## src/hw/rtl/mcst_pkg.sv

```systemverilog
// Shared types, codes and constants for the timer slot table.
// No dependencies; every other file imports this package.
package mcst_pkg;

    localparam int SLOTS_DEF       = 16;
    localparam int PERIOD_BITS_DEF = 24;
    localparam int MAX_FIRES       = 16;
    localparam int NOW_BITS        = 32;
    localparam int SLOT_BITS       = 4;
    localparam int FIELD_BITS      = 24;
    localparam int FRAC_BITS       = 16;
    localparam int FRAC_W          = FRAC_BITS + 1;

    localparam logic [FIELD_BITS-1:0] FIELD_MAX = {FIELD_BITS{1'b1}};
    localparam logic [FRAC_W-1:0]     FRAC_ONE  = {1'b1, {FRAC_BITS{1'b0}}};

    typedef enum logic [1:0] {
        ACT_TICK,
        ACT_SET,
        ACT_CLR,
        ACT_QRY
    } t_action;

    typedef enum logic [1:0] {
        KIND_FIRE,
        KIND_SET,
        KIND_CLR,
        KIND_QRY
    } t_kind;

    typedef enum logic [1:0] {
        STAT_OK,
        STAT_ABSENT,
        STAT_FULL
    } t_status;

    typedef enum logic [2:0] {
        ST_IDLE,
        ST_TICK,
        ST_SET,
        ST_CLR,
        ST_QRD,
        ST_QCHK,
        ST_QDIV,
        ST_QOUT
    } t_state;

    typedef struct packed {
        t_action                 action;
        logic [SLOT_BITS-1:0]    slot;
        logic [FIELD_BITS-1:0]   period_ticks;
        logic                    repeating;
    } t_cmd;

    typedef struct packed {
        t_kind                   kind;
        t_status                 status;
        logic [SLOT_BITS-1:0]    slot_out;
        logic [FIELD_BITS-1:0]   elapsed_ticks;
        logic [FIELD_BITS-1:0]   remaining_ticks;
        logic [FIELD_BITS-1:0]   period_out;
        logic [FRAC_W-1:0]       fraction;
        logic                    last;
    } t_res;

endpackage

```

## src/hw/rtl/mcst_ram.sv

```systemverilog
// Generic simple dual-port RAM: one write port, one read port, registered read.
// Depends on mcst_pkg for default sizes only.
module mcst_ram import mcst_pkg::*; #(
    parameter int WIDTH = 1 + PERIOD_BITS_DEF + NOW_BITS,
    parameter int DEPTH = SLOTS_DEF
) (
    input  logic                                     i_clk,
    input  logic                                     i_we,
    input  logic [((DEPTH > 1) ? $clog2(DEPTH) : 1)-1:0] i_waddr,
    input  logic [WIDTH-1:0]                         i_wdata,
    input  logic [((DEPTH > 1) ? $clog2(DEPTH) : 1)-1:0] i_raddr,
    output logic [WIDTH-1:0]                         o_rdata
);

    logic [WIDTH-1:0] r_mem [DEPTH];
    logic [WIDTH-1:0] r_rdata;

    always_ff @(posedge i_clk) begin
        if (i_we) begin
            r_mem[i_waddr] <= i_wdata;
        end
        r_rdata <= r_mem[i_raddr];
    end

    assign o_rdata = r_rdata;

endmodule

```

## src/hw/rtl/mcst_div.sv

```systemverilog
// Restoring serial divider: one quotient bit per cycle.
// Gives floor(num * 2^FRAC_BITS / den) for num < den. Depends on mcst_pkg.
module mcst_div import mcst_pkg::*; #(
    parameter int PERIOD_BITS = PERIOD_BITS_DEF
) (
    input  logic                   i_clk,
    input  logic                   i_rst_n,
    input  logic                   i_start,
    input  logic [PERIOD_BITS-1:0] i_num,
    input  logic [PERIOD_BITS-1:0] i_den,
    output logic                   o_done,
    output logic [FRAC_BITS-1:0]   o_quo
);

    localparam int CNT_W = $clog2(FRAC_BITS + 1);

    logic                   r_busy, n_busy;
    logic                   r_done, n_done;
    logic [CNT_W-1:0]       r_cnt, n_cnt;
    logic [PERIOD_BITS-1:0] r_rem, n_rem;
    logic [PERIOD_BITS-1:0] r_den, n_den;
    logic [FRAC_BITS-1:0]   r_quo, n_quo;

    logic [PERIOD_BITS:0]   trial;
    logic [PERIOD_BITS:0]   diff;
    logic                   fits;

    assign trial = {r_rem, 1'b0};
    assign diff  = trial - {1'b0, r_den};
    assign fits  = trial >= {1'b0, r_den};

    always_comb begin
        n_busy = r_busy;
        n_done = 1'b0;
        n_cnt  = r_cnt;
        n_rem  = r_rem;
        n_den  = r_den;
        n_quo  = r_quo;
        if (i_start) begin
            n_busy = 1'b1;
            n_cnt  = CNT_W'(FRAC_BITS);
            n_rem  = i_num;
            n_den  = i_den;
        end else if (r_busy) begin
            n_rem = fits ? diff[PERIOD_BITS-1:0] : trial[PERIOD_BITS-1:0];
            n_quo = {r_quo[FRAC_BITS-2:0], fits};
            n_cnt = r_cnt - 1'b1;
            if (r_cnt == CNT_W'(1)) begin
                n_busy = 1'b0;
                n_done = 1'b1;
            end
        end
    end

    always_ff @(posedge i_clk) begin
        if (!i_rst_n) begin
            r_busy <= 1'b0;
            r_done <= 1'b0;
            r_cnt  <= '0;
        end else begin
            r_busy <= n_busy;
            r_done <= n_done;
            r_cnt  <= n_cnt;
        end
        r_rem <= n_rem;
        r_den <= n_den;
        r_quo <= n_quo;
    end

    assign o_done = r_done;
    assign o_quo  = r_quo;

endmodule

```

## src/hw/rtl/multi_channel_software_timer_table.sv

```systemverilog
// Timer slot table top level: sequencer, live bits, tick counter, result register.
// Depends on mcst_pkg, mcst_ram (slot repeat/period/start store), mcst_div (fraction).
//
//   channel   direction  handshake                  payload
//   command   in         start high, busy low       i_cmd (t_cmd)
//   result    out        o_res_vld, one cycle       o_res (t_res)
//
// Tick: one slot read from the slot store per cycle.
// Set steps through the live bits to the first free slot.
// Query sends the fraction through the serial divider only while the period is not reached.
// Synchronous active-low reset clears the live bits and the tick counter at once.
// Results cannot be stalled; each shows for one cycle, a new command may start while a last beat shows.
module multi_channel_software_timer_table import mcst_pkg::*; #(
    parameter int SLOTS       = SLOTS_DEF,
    parameter int PERIOD_BITS = PERIOD_BITS_DEF
) (
    input  logic i_clk,
    input  logic i_rst_n,
    input  logic start,
    output logic busy,
    input  t_cmd i_cmd,
    output logic o_res_vld,
    output t_res o_res
);

    localparam int IW    = (SLOTS > 1) ? $clog2(SLOTS) : 1;
    localparam int RW    = 1 + PERIOD_BITS + NOW_BITS;
    localparam int CW    = $clog2(MAX_FIRES + 1);

    t_state                 r_state, n_state;
    t_cmd                   r_cmd, n_cmd;
    logic [NOW_BITS-1:0]    r_now, n_now;
    logic [SLOTS-1:0]       r_live, n_live;
    logic [IW-1:0]          r_idx, n_idx;
    logic                   r_issue, n_issue;
    logic                   r_chk, n_chk;
    logic [IW-1:0]          r_chk_idx, n_chk_idx;
    logic                   r_pend, n_pend;
    logic [IW-1:0]          r_pend_slot, n_pend_slot;
    logic [CW-1:0]          r_cnt, n_cnt;
    logic [NOW_BITS-1:0]    r_el, n_el;
    logic [PERIOD_BITS-1:0] r_per, n_per;
    logic [FRAC_W-1:0]      r_frac, n_frac;
    logic                   r_res_vld, n_res_vld;
    t_res                   r_res, n_res;

    logic                   ram_we;
    logic [IW-1:0]          ram_waddr;
    logic [RW-1:0]          ram_wdata;
    logic [IW-1:0]          ram_raddr;
    logic [RW-1:0]          ram_rdata;

    logic                   rd_rep;
    logic [PERIOD_BITS-1:0] rd_per;
    logic [NOW_BITS-1:0]    rd_start;
    logic [NOW_BITS-1:0]    ram_el;
    logic                   el_reached;
    logic                   chk_due;
    logic [IW-1:0]          cmd_idx;
    logic                   slot_bad;
    logic                   idx_last;
    logic                   div_start;
    logic                   div_done;
    logic [FRAC_BITS-1:0]   div_quo;
    logic [NOW_BITS-1:0]    per32;
    logic [NOW_BITS-1:0]    rem32;

    function automatic t_res mk_res(input t_kind kind, input t_status status,
                                    input logic [SLOT_BITS-1:0] slot, input logic last);
        t_res res;
        res          = '0;
        res.kind     = kind;
        res.status   = status;
        res.slot_out = slot;
        res.last     = last;
        return res;
    endfunction

    function automatic logic [FIELD_BITS-1:0] sat_field(input logic [NOW_BITS-1:0] v);
        return (v > NOW_BITS'(FIELD_MAX)) ? FIELD_MAX : v[FIELD_BITS-1:0];
    endfunction

    mcst_ram #(
        .WIDTH (RW),
        .DEPTH (SLOTS)
    ) u_ram (
        .i_clk   (i_clk),
        .i_we    (ram_we),
        .i_waddr (ram_waddr),
        .i_wdata (ram_wdata),
        .i_raddr (ram_raddr),
        .o_rdata (ram_rdata)
    );

    mcst_div #(
        .PERIOD_BITS (PERIOD_BITS)
    ) u_div (
        .i_clk   (i_clk),
        .i_rst_n (i_rst_n),
        .i_start (div_start),
        .i_num   (PERIOD_BITS'(ram_el)),
        .i_den   (rd_per),
        .o_done  (div_done),
        .o_quo   (div_quo)
    );

    assign rd_rep     = ram_rdata[RW-1];
    assign rd_per     = ram_rdata[NOW_BITS +: PERIOD_BITS];
    assign rd_start   = ram_rdata[NOW_BITS-1:0];
    assign ram_el     = r_now - rd_start;
    assign el_reached = ram_el >= NOW_BITS'(rd_per);
    assign chk_due    = r_chk && r_live[r_chk_idx] && el_reached
                        && (r_cnt < CW'(MAX_FIRES));
    assign cmd_idx    = IW'(r_cmd.slot);
    assign slot_bad   = (32'(r_cmd.slot) >= 32'(SLOTS)) || !r_live[cmd_idx];
    assign idx_last   = r_idx == IW'(SLOTS - 1);
    assign per32      = NOW_BITS'(r_per);
    assign rem32      = (r_el >= per32) ? '0 : (per32 - r_el);

    // Next state
    always_comb begin
        n_state = r_state;
        case (r_state)
            ST_IDLE: begin
                if (start) begin
                    case (i_cmd.action)
                        ACT_TICK: n_state = ST_TICK;
                        ACT_SET:  n_state = ST_SET;
                        ACT_CLR:  n_state = ST_CLR;
                        ACT_QRY:  n_state = ST_QRD;
                        default:  n_state = ST_IDLE;
                    endcase
                end
            end
            ST_TICK: begin
                if (!r_issue && !r_chk) n_state = ST_IDLE;
            end
            ST_SET: begin
                if (!r_live[r_idx] || idx_last) n_state = ST_IDLE;
            end
            ST_CLR:  n_state = ST_IDLE;
            ST_QRD:  n_state = slot_bad ? ST_IDLE : ST_QCHK;
            ST_QCHK: n_state = el_reached ? ST_QOUT : ST_QDIV;
            ST_QDIV: begin
                if (div_done) n_state = ST_QOUT;
            end
            ST_QOUT: n_state = ST_IDLE;
            default: n_state = ST_IDLE;
        endcase
    end

    // Outputs: slot store port, divider start, result beat
    always_comb begin
        ram_we    = 1'b0;
        ram_waddr = r_chk_idx;
        ram_wdata = {rd_rep, rd_per, r_now};
        ram_raddr = r_idx;
        div_start = 1'b0;
        n_res_vld = 1'b0;
        n_res     = '0;
        case (r_state)
            ST_TICK: begin
                if (chk_due) begin
                    // restart a repeating slot at the current tick
                    ram_we = rd_rep;
                    if (r_pend) begin
                        n_res_vld = 1'b1;
                        n_res = mk_res(KIND_FIRE, STAT_OK, SLOT_BITS'(r_pend_slot), 1'b0);
                    end
                end else if (!r_issue && !r_chk && r_pend) begin
                    n_res_vld = 1'b1;
                    n_res = mk_res(KIND_FIRE, STAT_OK, SLOT_BITS'(r_pend_slot), 1'b1);
                end
            end
            ST_SET: begin
                if (!r_live[r_idx]) begin
                    ram_we    = 1'b1;
                    ram_waddr = r_idx;
                    ram_wdata = {r_cmd.repeating, PERIOD_BITS'(r_cmd.period_ticks), r_now};
                    n_res_vld = 1'b1;
                    n_res = mk_res(KIND_SET, STAT_OK, SLOT_BITS'(r_idx), 1'b1);
                end else if (idx_last) begin
                    n_res_vld = 1'b1;
                    n_res = mk_res(KIND_SET, STAT_FULL, '0, 1'b1);
                end
            end
            ST_CLR: begin
                n_res_vld = 1'b1;
                n_res = mk_res(KIND_CLR, slot_bad ? STAT_ABSENT : STAT_OK, r_cmd.slot, 1'b1);
            end
            ST_QRD: begin
                ram_raddr = cmd_idx;
                if (slot_bad) begin
                    n_res_vld = 1'b1;
                    n_res = mk_res(KIND_QRY, STAT_ABSENT, r_cmd.slot, 1'b1);
                end
            end
            ST_QCHK: begin
                div_start = !el_reached;
            end
            ST_QOUT: begin
                n_res_vld             = 1'b1;
                n_res                 = mk_res(KIND_QRY, STAT_OK, r_cmd.slot, 1'b1);
                n_res.elapsed_ticks   = sat_field(r_el);
                n_res.remaining_ticks = sat_field(rem32);
                n_res.period_out      = sat_field(per32);
                n_res.fraction        = r_frac;
            end
            default: begin
                n_res_vld = 1'b0;
            end
        endcase
    end

    // Datapath registers
    always_comb begin
        n_cmd       = r_cmd;
        n_now       = r_now;
        n_live      = r_live;
        n_idx       = r_idx;
        n_issue     = r_issue;
        n_chk       = r_chk;
        n_chk_idx   = r_chk_idx;
        n_pend      = r_pend;
        n_pend_slot = r_pend_slot;
        n_cnt       = r_cnt;
        n_el        = r_el;
        n_per       = r_per;
        n_frac      = r_frac;
        case (r_state)
            ST_IDLE: begin
                if (start) begin
                    n_cmd   = i_cmd;
                    n_idx   = '0;
                    n_issue = i_cmd.action == ACT_TICK;
                    n_chk   = 1'b0;
                    n_pend  = 1'b0;
                    n_cnt   = '0;
                    if (i_cmd.action == ACT_TICK) n_now = r_now + 1'b1;
                end
            end
            ST_TICK: begin
                // issue one slot read per cycle, check it the cycle after
                n_chk     = r_issue;
                n_chk_idx = r_idx;
                if (r_issue) begin
                    if (idx_last) n_issue = 1'b0;
                    else          n_idx   = r_idx + 1'b1;
                end
                if (chk_due) begin
                    n_cnt       = r_cnt + 1'b1;
                    n_pend      = 1'b1;
                    n_pend_slot = r_chk_idx;
                    if (!rd_rep) n_live[r_chk_idx] = 1'b0;
                end
            end
            ST_SET: begin
                if (!r_live[r_idx]) n_live[r_idx] = 1'b1;
                else if (!idx_last) n_idx = r_idx + 1'b1;
            end
            ST_CLR: begin
                if (!slot_bad) n_live[cmd_idx] = 1'b0;
            end
            ST_QCHK: begin
                n_el  = ram_el;
                n_per = rd_per;
                if (el_reached) n_frac = FRAC_ONE;
            end
            ST_QDIV: begin
                if (div_done) n_frac = {1'b0, div_quo};
            end
            default: begin
                n_cnt = r_cnt;
            end
        endcase
    end

    always_ff @(posedge i_clk) begin
        if (!i_rst_n) begin
            r_state   <= ST_IDLE;
            r_now     <= '0;
            r_live    <= '0;
            r_idx     <= '0;
            r_issue   <= 1'b0;
            r_chk     <= 1'b0;
            r_pend    <= 1'b0;
            r_cnt     <= '0;
            r_res_vld <= 1'b0;
        end else begin
            r_state   <= n_state;
            r_now     <= n_now;
            r_live    <= n_live;
            r_idx     <= n_idx;
            r_issue   <= n_issue;
            r_chk     <= n_chk;
            r_pend    <= n_pend;
            r_cnt     <= n_cnt;
            r_res_vld <= n_res_vld;
        end
        r_cmd       <= n_cmd;
        r_chk_idx   <= n_chk_idx;
        r_pend_slot <= n_pend_slot;
        r_el        <= n_el;
        r_per       <= n_per;
        r_frac      <= n_frac;
        r_res       <= n_res;
    end

    assign busy      = (r_state != ST_IDLE) || !i_rst_n;
    assign o_res_vld = r_res_vld;
    assign o_res     = r_res;

endmodule

```

## config.mk

```make
export PLATFORM = sky130hd
export DESIGN_NAME = multi_channel_software_timer_table
export DESIGN_NICKNAME = d
export VERILOG_FILES = /design/src/hw/rtl/mcst_pkg.sv /design/src/hw/rtl/mcst_ram.sv /design/src/hw/rtl/mcst_div.sv /design/src/hw/rtl/multi_channel_software_timer_table.sv
export SDC_FILE = /design/constraint.sdc
export NUM_CORES = 2
export LEC_CHECK = 0
export BUFFER_PORTS_ARGS = -buffer_cell sky130_fd_sc_hd__buf_4
export CAP_MARGIN = 20
export CELL_PAD_IN_SITES_DETAIL_PLACEMENT = 0
export CELL_PAD_IN_SITES_GLOBAL_PLACEMENT = 1
export CORE_ASPECT_RATIO = 1.75
export CORE_MARGIN = 2
export CORE_UTILIZATION = 35
export CTS_CLUSTER_SIZE = 20
export DETAILED_ROUTE_END_ITERATION = 7
export GPL_TIMING_DRIVEN = 0
export MAX_ROUTING_LAYER = met4
export PLACE_DENSITY = 0.71
export SLEW_MARGIN = 20
export SYNTH_ARGS = -nofsm -noshare
export SYNTH_HDL_FRONTEND = slang
export SYNTH_SLANG_ARGS = --single-unit
```

## constraint.sdc

```tcl
create_clock -name i_clk -period 8.3 [get_ports i_clk]
set_clock_uncertainty 0.05 [all_clocks]
set_input_delay 0.83 -clock i_clk [delete_from_list [all_inputs] [get_ports i_clk]]
set_output_delay 0.83 -clock i_clk [all_outputs]
set_load 0.01 [all_outputs]
```

==> impl_metrics.tcl <==
set metrics [dict create \
    outcome "finished clean" \
    drv_cap 0 \
    final_core_util 0.411 \
    tritoncts "built" \
    switching_share 0.278 \
    seqPwrFrac 0.497 \
    rsz0062_at_grt "false" \
    critical_path.startpoint_type "register" \
    ir_drop_v 0.000163 \
    area_growth_pct 16.6 \
    intPower_uw 11200 \
    wire_per_inst_um 25.7 \
    syn_avg_cell_area_sq_um 12.8 \
    multi_input_area_sq_mm 0.0167 \
    arrival_ns 8.43 \
    min_period_ns 8.00 \
    cp_max_fo 21 \
    gr-total-overflow 0 \
    setup_tns_ns 0 \
    cts_buffers 108 \
    die_x_um 304 \
    p_total_uw 15400 \
    hold_viol_final 0 \
    post-dp-hpwl_um 132000 \
    nNetsFinal 4779 \
    cp.required_ns 8.73 \
    gp_congestion 0.944 \
    cts.sinks 1312 \
    vias_per_cell 5.40 \
    p_sw_uw 4290 \
    pin_count 134 \
    die_area_sq_mm 0.161 \
    worst-path-buf-inv 3 \
    end_kind "register" \
    yosys.area.top_type "edfxtp_1" \
    n_fill_cell 14492 \
    synth_cells 4303 \
    slew_headroom 0.165 \
    combPwrFrac 0.154 \
    slowest_stage "dfxtp_1" \
    setup_viol 0 \
    drtIter0Drc 2757 \
    synth_edf_count 1086 \
    setup_slack_ns 0.302 \
    yosysTopAreaCellShare 0.593 \
    synth_area_sq_mm 0.0550 \
    crit_family "compound AO/OA/AOI/OAI gates" \
    ys_async_sr_fraction 0 \
    pwr-share-clk 0.349 \
    synthTopCellsByArea "edfxtp_1 59%, dfxtp_1 8.2%, a211oi_1 4.1%" \
    p_leak_uw 0.0227 \
    antenna_found_initial 5 \
    drc 0 \
    grt_max_degree 59 \
    grt_util_all_layers 0.218 \
    clock_latency_ns 0.75 \
    fmax_mhz 125 \
    ys_seq_area_frac 0.675 \
    ys_types 75 \
    p_per_area_mw_per_mm2 241 \
    num_vias 36559 \
    seq_area_sq_mm 0.0371 \
    clockRootBuffer "clkbuf_16" \
    finalWirelength_um 174000 \
    holdWs_ns 0.213 \
    min_path_type "in2reg" \
    crit_type "reg2reg" \
    dpl_worst_slack_ns 0.0553 \
    cp_cell_sequence "ha_1 -> o21a_1 -> o31ai_1 -> a211oi_2 -> o21a_1 -> o21ai_0 -> nand2b_1 -> a21o_1 -> a21oi_1 -> xnor2_1 -> ha_1 -> a21o_1 -> a21o_1 -> a21oi_1 -> o21ai_0 -> a221oi_1 -> o2111ai_1 -> nor4_4 -> a21oi_1 -> buf_2 -> a32oi_2 -> nor2_4 -> buf_16 -> buf_12" \
    cts-hold-fix-buffers 0 \
    grt_pass1_wl_um 248000 \
    finalCritPeriodShare 0.964 \
    clkSlewWorstSetupHoldPaths_ns 0.07 \
    synth_fp_nets 4454 \
    rows 192 \
    worst_slew_pin_slew_ns 1.25 \
    max_stage_delay_ns 0.95 \
    first_pass_iters 6 \
    port_buffers 133 \
    ctsLongestPathBuffers 3 \
    core_sq_mm 0.156 \
    synth-seq-cells 1312 \
    slew_viol_final 0 \
    drive_above_1_share 0.105 \
    die_h_um 529 \
    final_antenna_net_count 0 \
    synth_ff_type "edfxtp_1" \
    initial_utilization 0.352 \
    htree_levels 3 \
    grt_pass1_vias 37260 \
    ys_warn_count 0 \
]
## path summary, 6_finish.rpt
check        startpoint                   to  slack [ns]  cells after the start
min           i_cmd[26]           cmd_idx[1]        0.21                      1
max reg2reg    r_now[3]  u_ram.r_mem[13][21]        0.30                     24
max            r_now[3]  u_ram.r_mem[13][21]        0.30                     24
min reg2reg    r_idx[3]         r_chk_idx[3]        0.38                      0
## cells in the mapped netlist, types with 43 or more instances
library cell	count
and3_1	54
a21oi_1	252
nand2_1	570
a211oi_1	297
inv_1	143
edfxtp_1	1086
a21o_1	44
xnor2_1	50
clkbuf_1	239
dfxtp_1	226
o21ai_0	93
and2_1	269
nor2_1	138
xor2_1	43
a31oi_1	141
a311oi_1	125
nand3_1	46
ha_1	114
## cell families after synthesis
| kind of cell | Yosys count | share of synthesized area |
|---|---|---|
| xor+xnor | 93 | 0.0148 |
| buf+inv | 399 | 0.0273 |
| compound gates | 1100 | 0.136 |
| simple gates | 1235 | 0.108 |
| mux | 47 | 0.0122 |
| flops | 1312 | 0.675 |
| fa+ha+maj | 117 | 0.0270 |
## cell type report
cell class	instances	area share
sequential	1312	0.579
multi-input combinational	2592	0.260
clock buffer	133	0.0448
timing repair buffer	215	0.0403
tap	2037	0.0397
buffer	254	0.0153
clock inverter	70	0.0125
inverter	145	0.00852
antenna	6	0.000234
## registers in the layout, summed over array words and instances, names as in the netlist, 3 cells and up
name	flops
u_ram.r_mem	912
o_res	98
u_ram.o_rdata	57
r_el	32
r_now	32
r_cmd	25
r_per	24
u_div.r_den	24
u_div.r_rem	24
r_frac	17
r_live	16
u_div.o_quo	16
r_cnt	5
u_div.r_cnt	5
cmd_idx	4
r_chk_idx	4
r_idx	4
r_pend_slot	4
r_state	3
## per-layer routing
metal  GRT usage  vias to the layer above  wire [um]
met5           -                        -          0
met4       0.151                        0      13000
met3      0.0272                      455       7320
met2       0.426                     1169      98200
met1       0.192                    18107      55300
li1            -                    16828          -
## cells in the final DEF (no fill, tap or decap), types with 12 or more instances in the layout
cell type,Yosys,routed
a31oi_1,141,141
buf_12,0,20
a21oi_1,252,243
inv_1,143,142
and3_1,54,54
o21bai_1,13,13
and2_0,18,18
clkbuf_1,239,241
nor2b_1,17,17
nand2b_1,22,21
o21ai_0,93,68
edfxtp_1,1086,1086
nor2_1,138,129
xnor2_1,50,46
nand3_1,46,46
mux2i_1,23,23
a311oi_1,125,125
buf_4,0,145
a211oi_1,297,296
ha_1,114,114
clkinv_2,0,12
o211ai_1,15,15
nand4_1,23,23
o21ai_1,2,17
bufinv_16,0,15
clkbuf_16,0,109
nor3_1,29,29
xor2_1,43,40
clkbuf_2,0,16
buf_16,0,34
a21o_1,44,44
dfxtp_1,226,218
o21a_1,34,34
nand2_1,570,570
and2_1,269,269
mux4_2,15,15
clkinv_1,2,20
or3_1,12,12
## metrics by stage
stage	std cells	area (sq um)
6_report	6764	64200
4_1_cts	6755	64100
3_5_place_dp	6552	60400
3_3_place_gp	6473	58600
5_1_grt	6761	64200
2_1_floorplan	4303	55000
## power by group through the flow
stage                     Combinational (uW)  Sequential (uW)  Clock [uW]
after CTS                               2360             7670        5450
after floorplan                         1210             7780           0
after detailed placement                2350             7810           0
after global placement                  2160             7850           0
final                                   2380             7670        5390
after global routing                    2520             7680        5670
## timing repair
action | 4_1_cts | 5_1_grt
buffers inserted | 0 | 1
gates resized for setup | 1 | 12
setup endpoints to repair | 46 | 704
pin swaps | 0 | 1
Note: power is estimated with default switching activity, not from simulation.
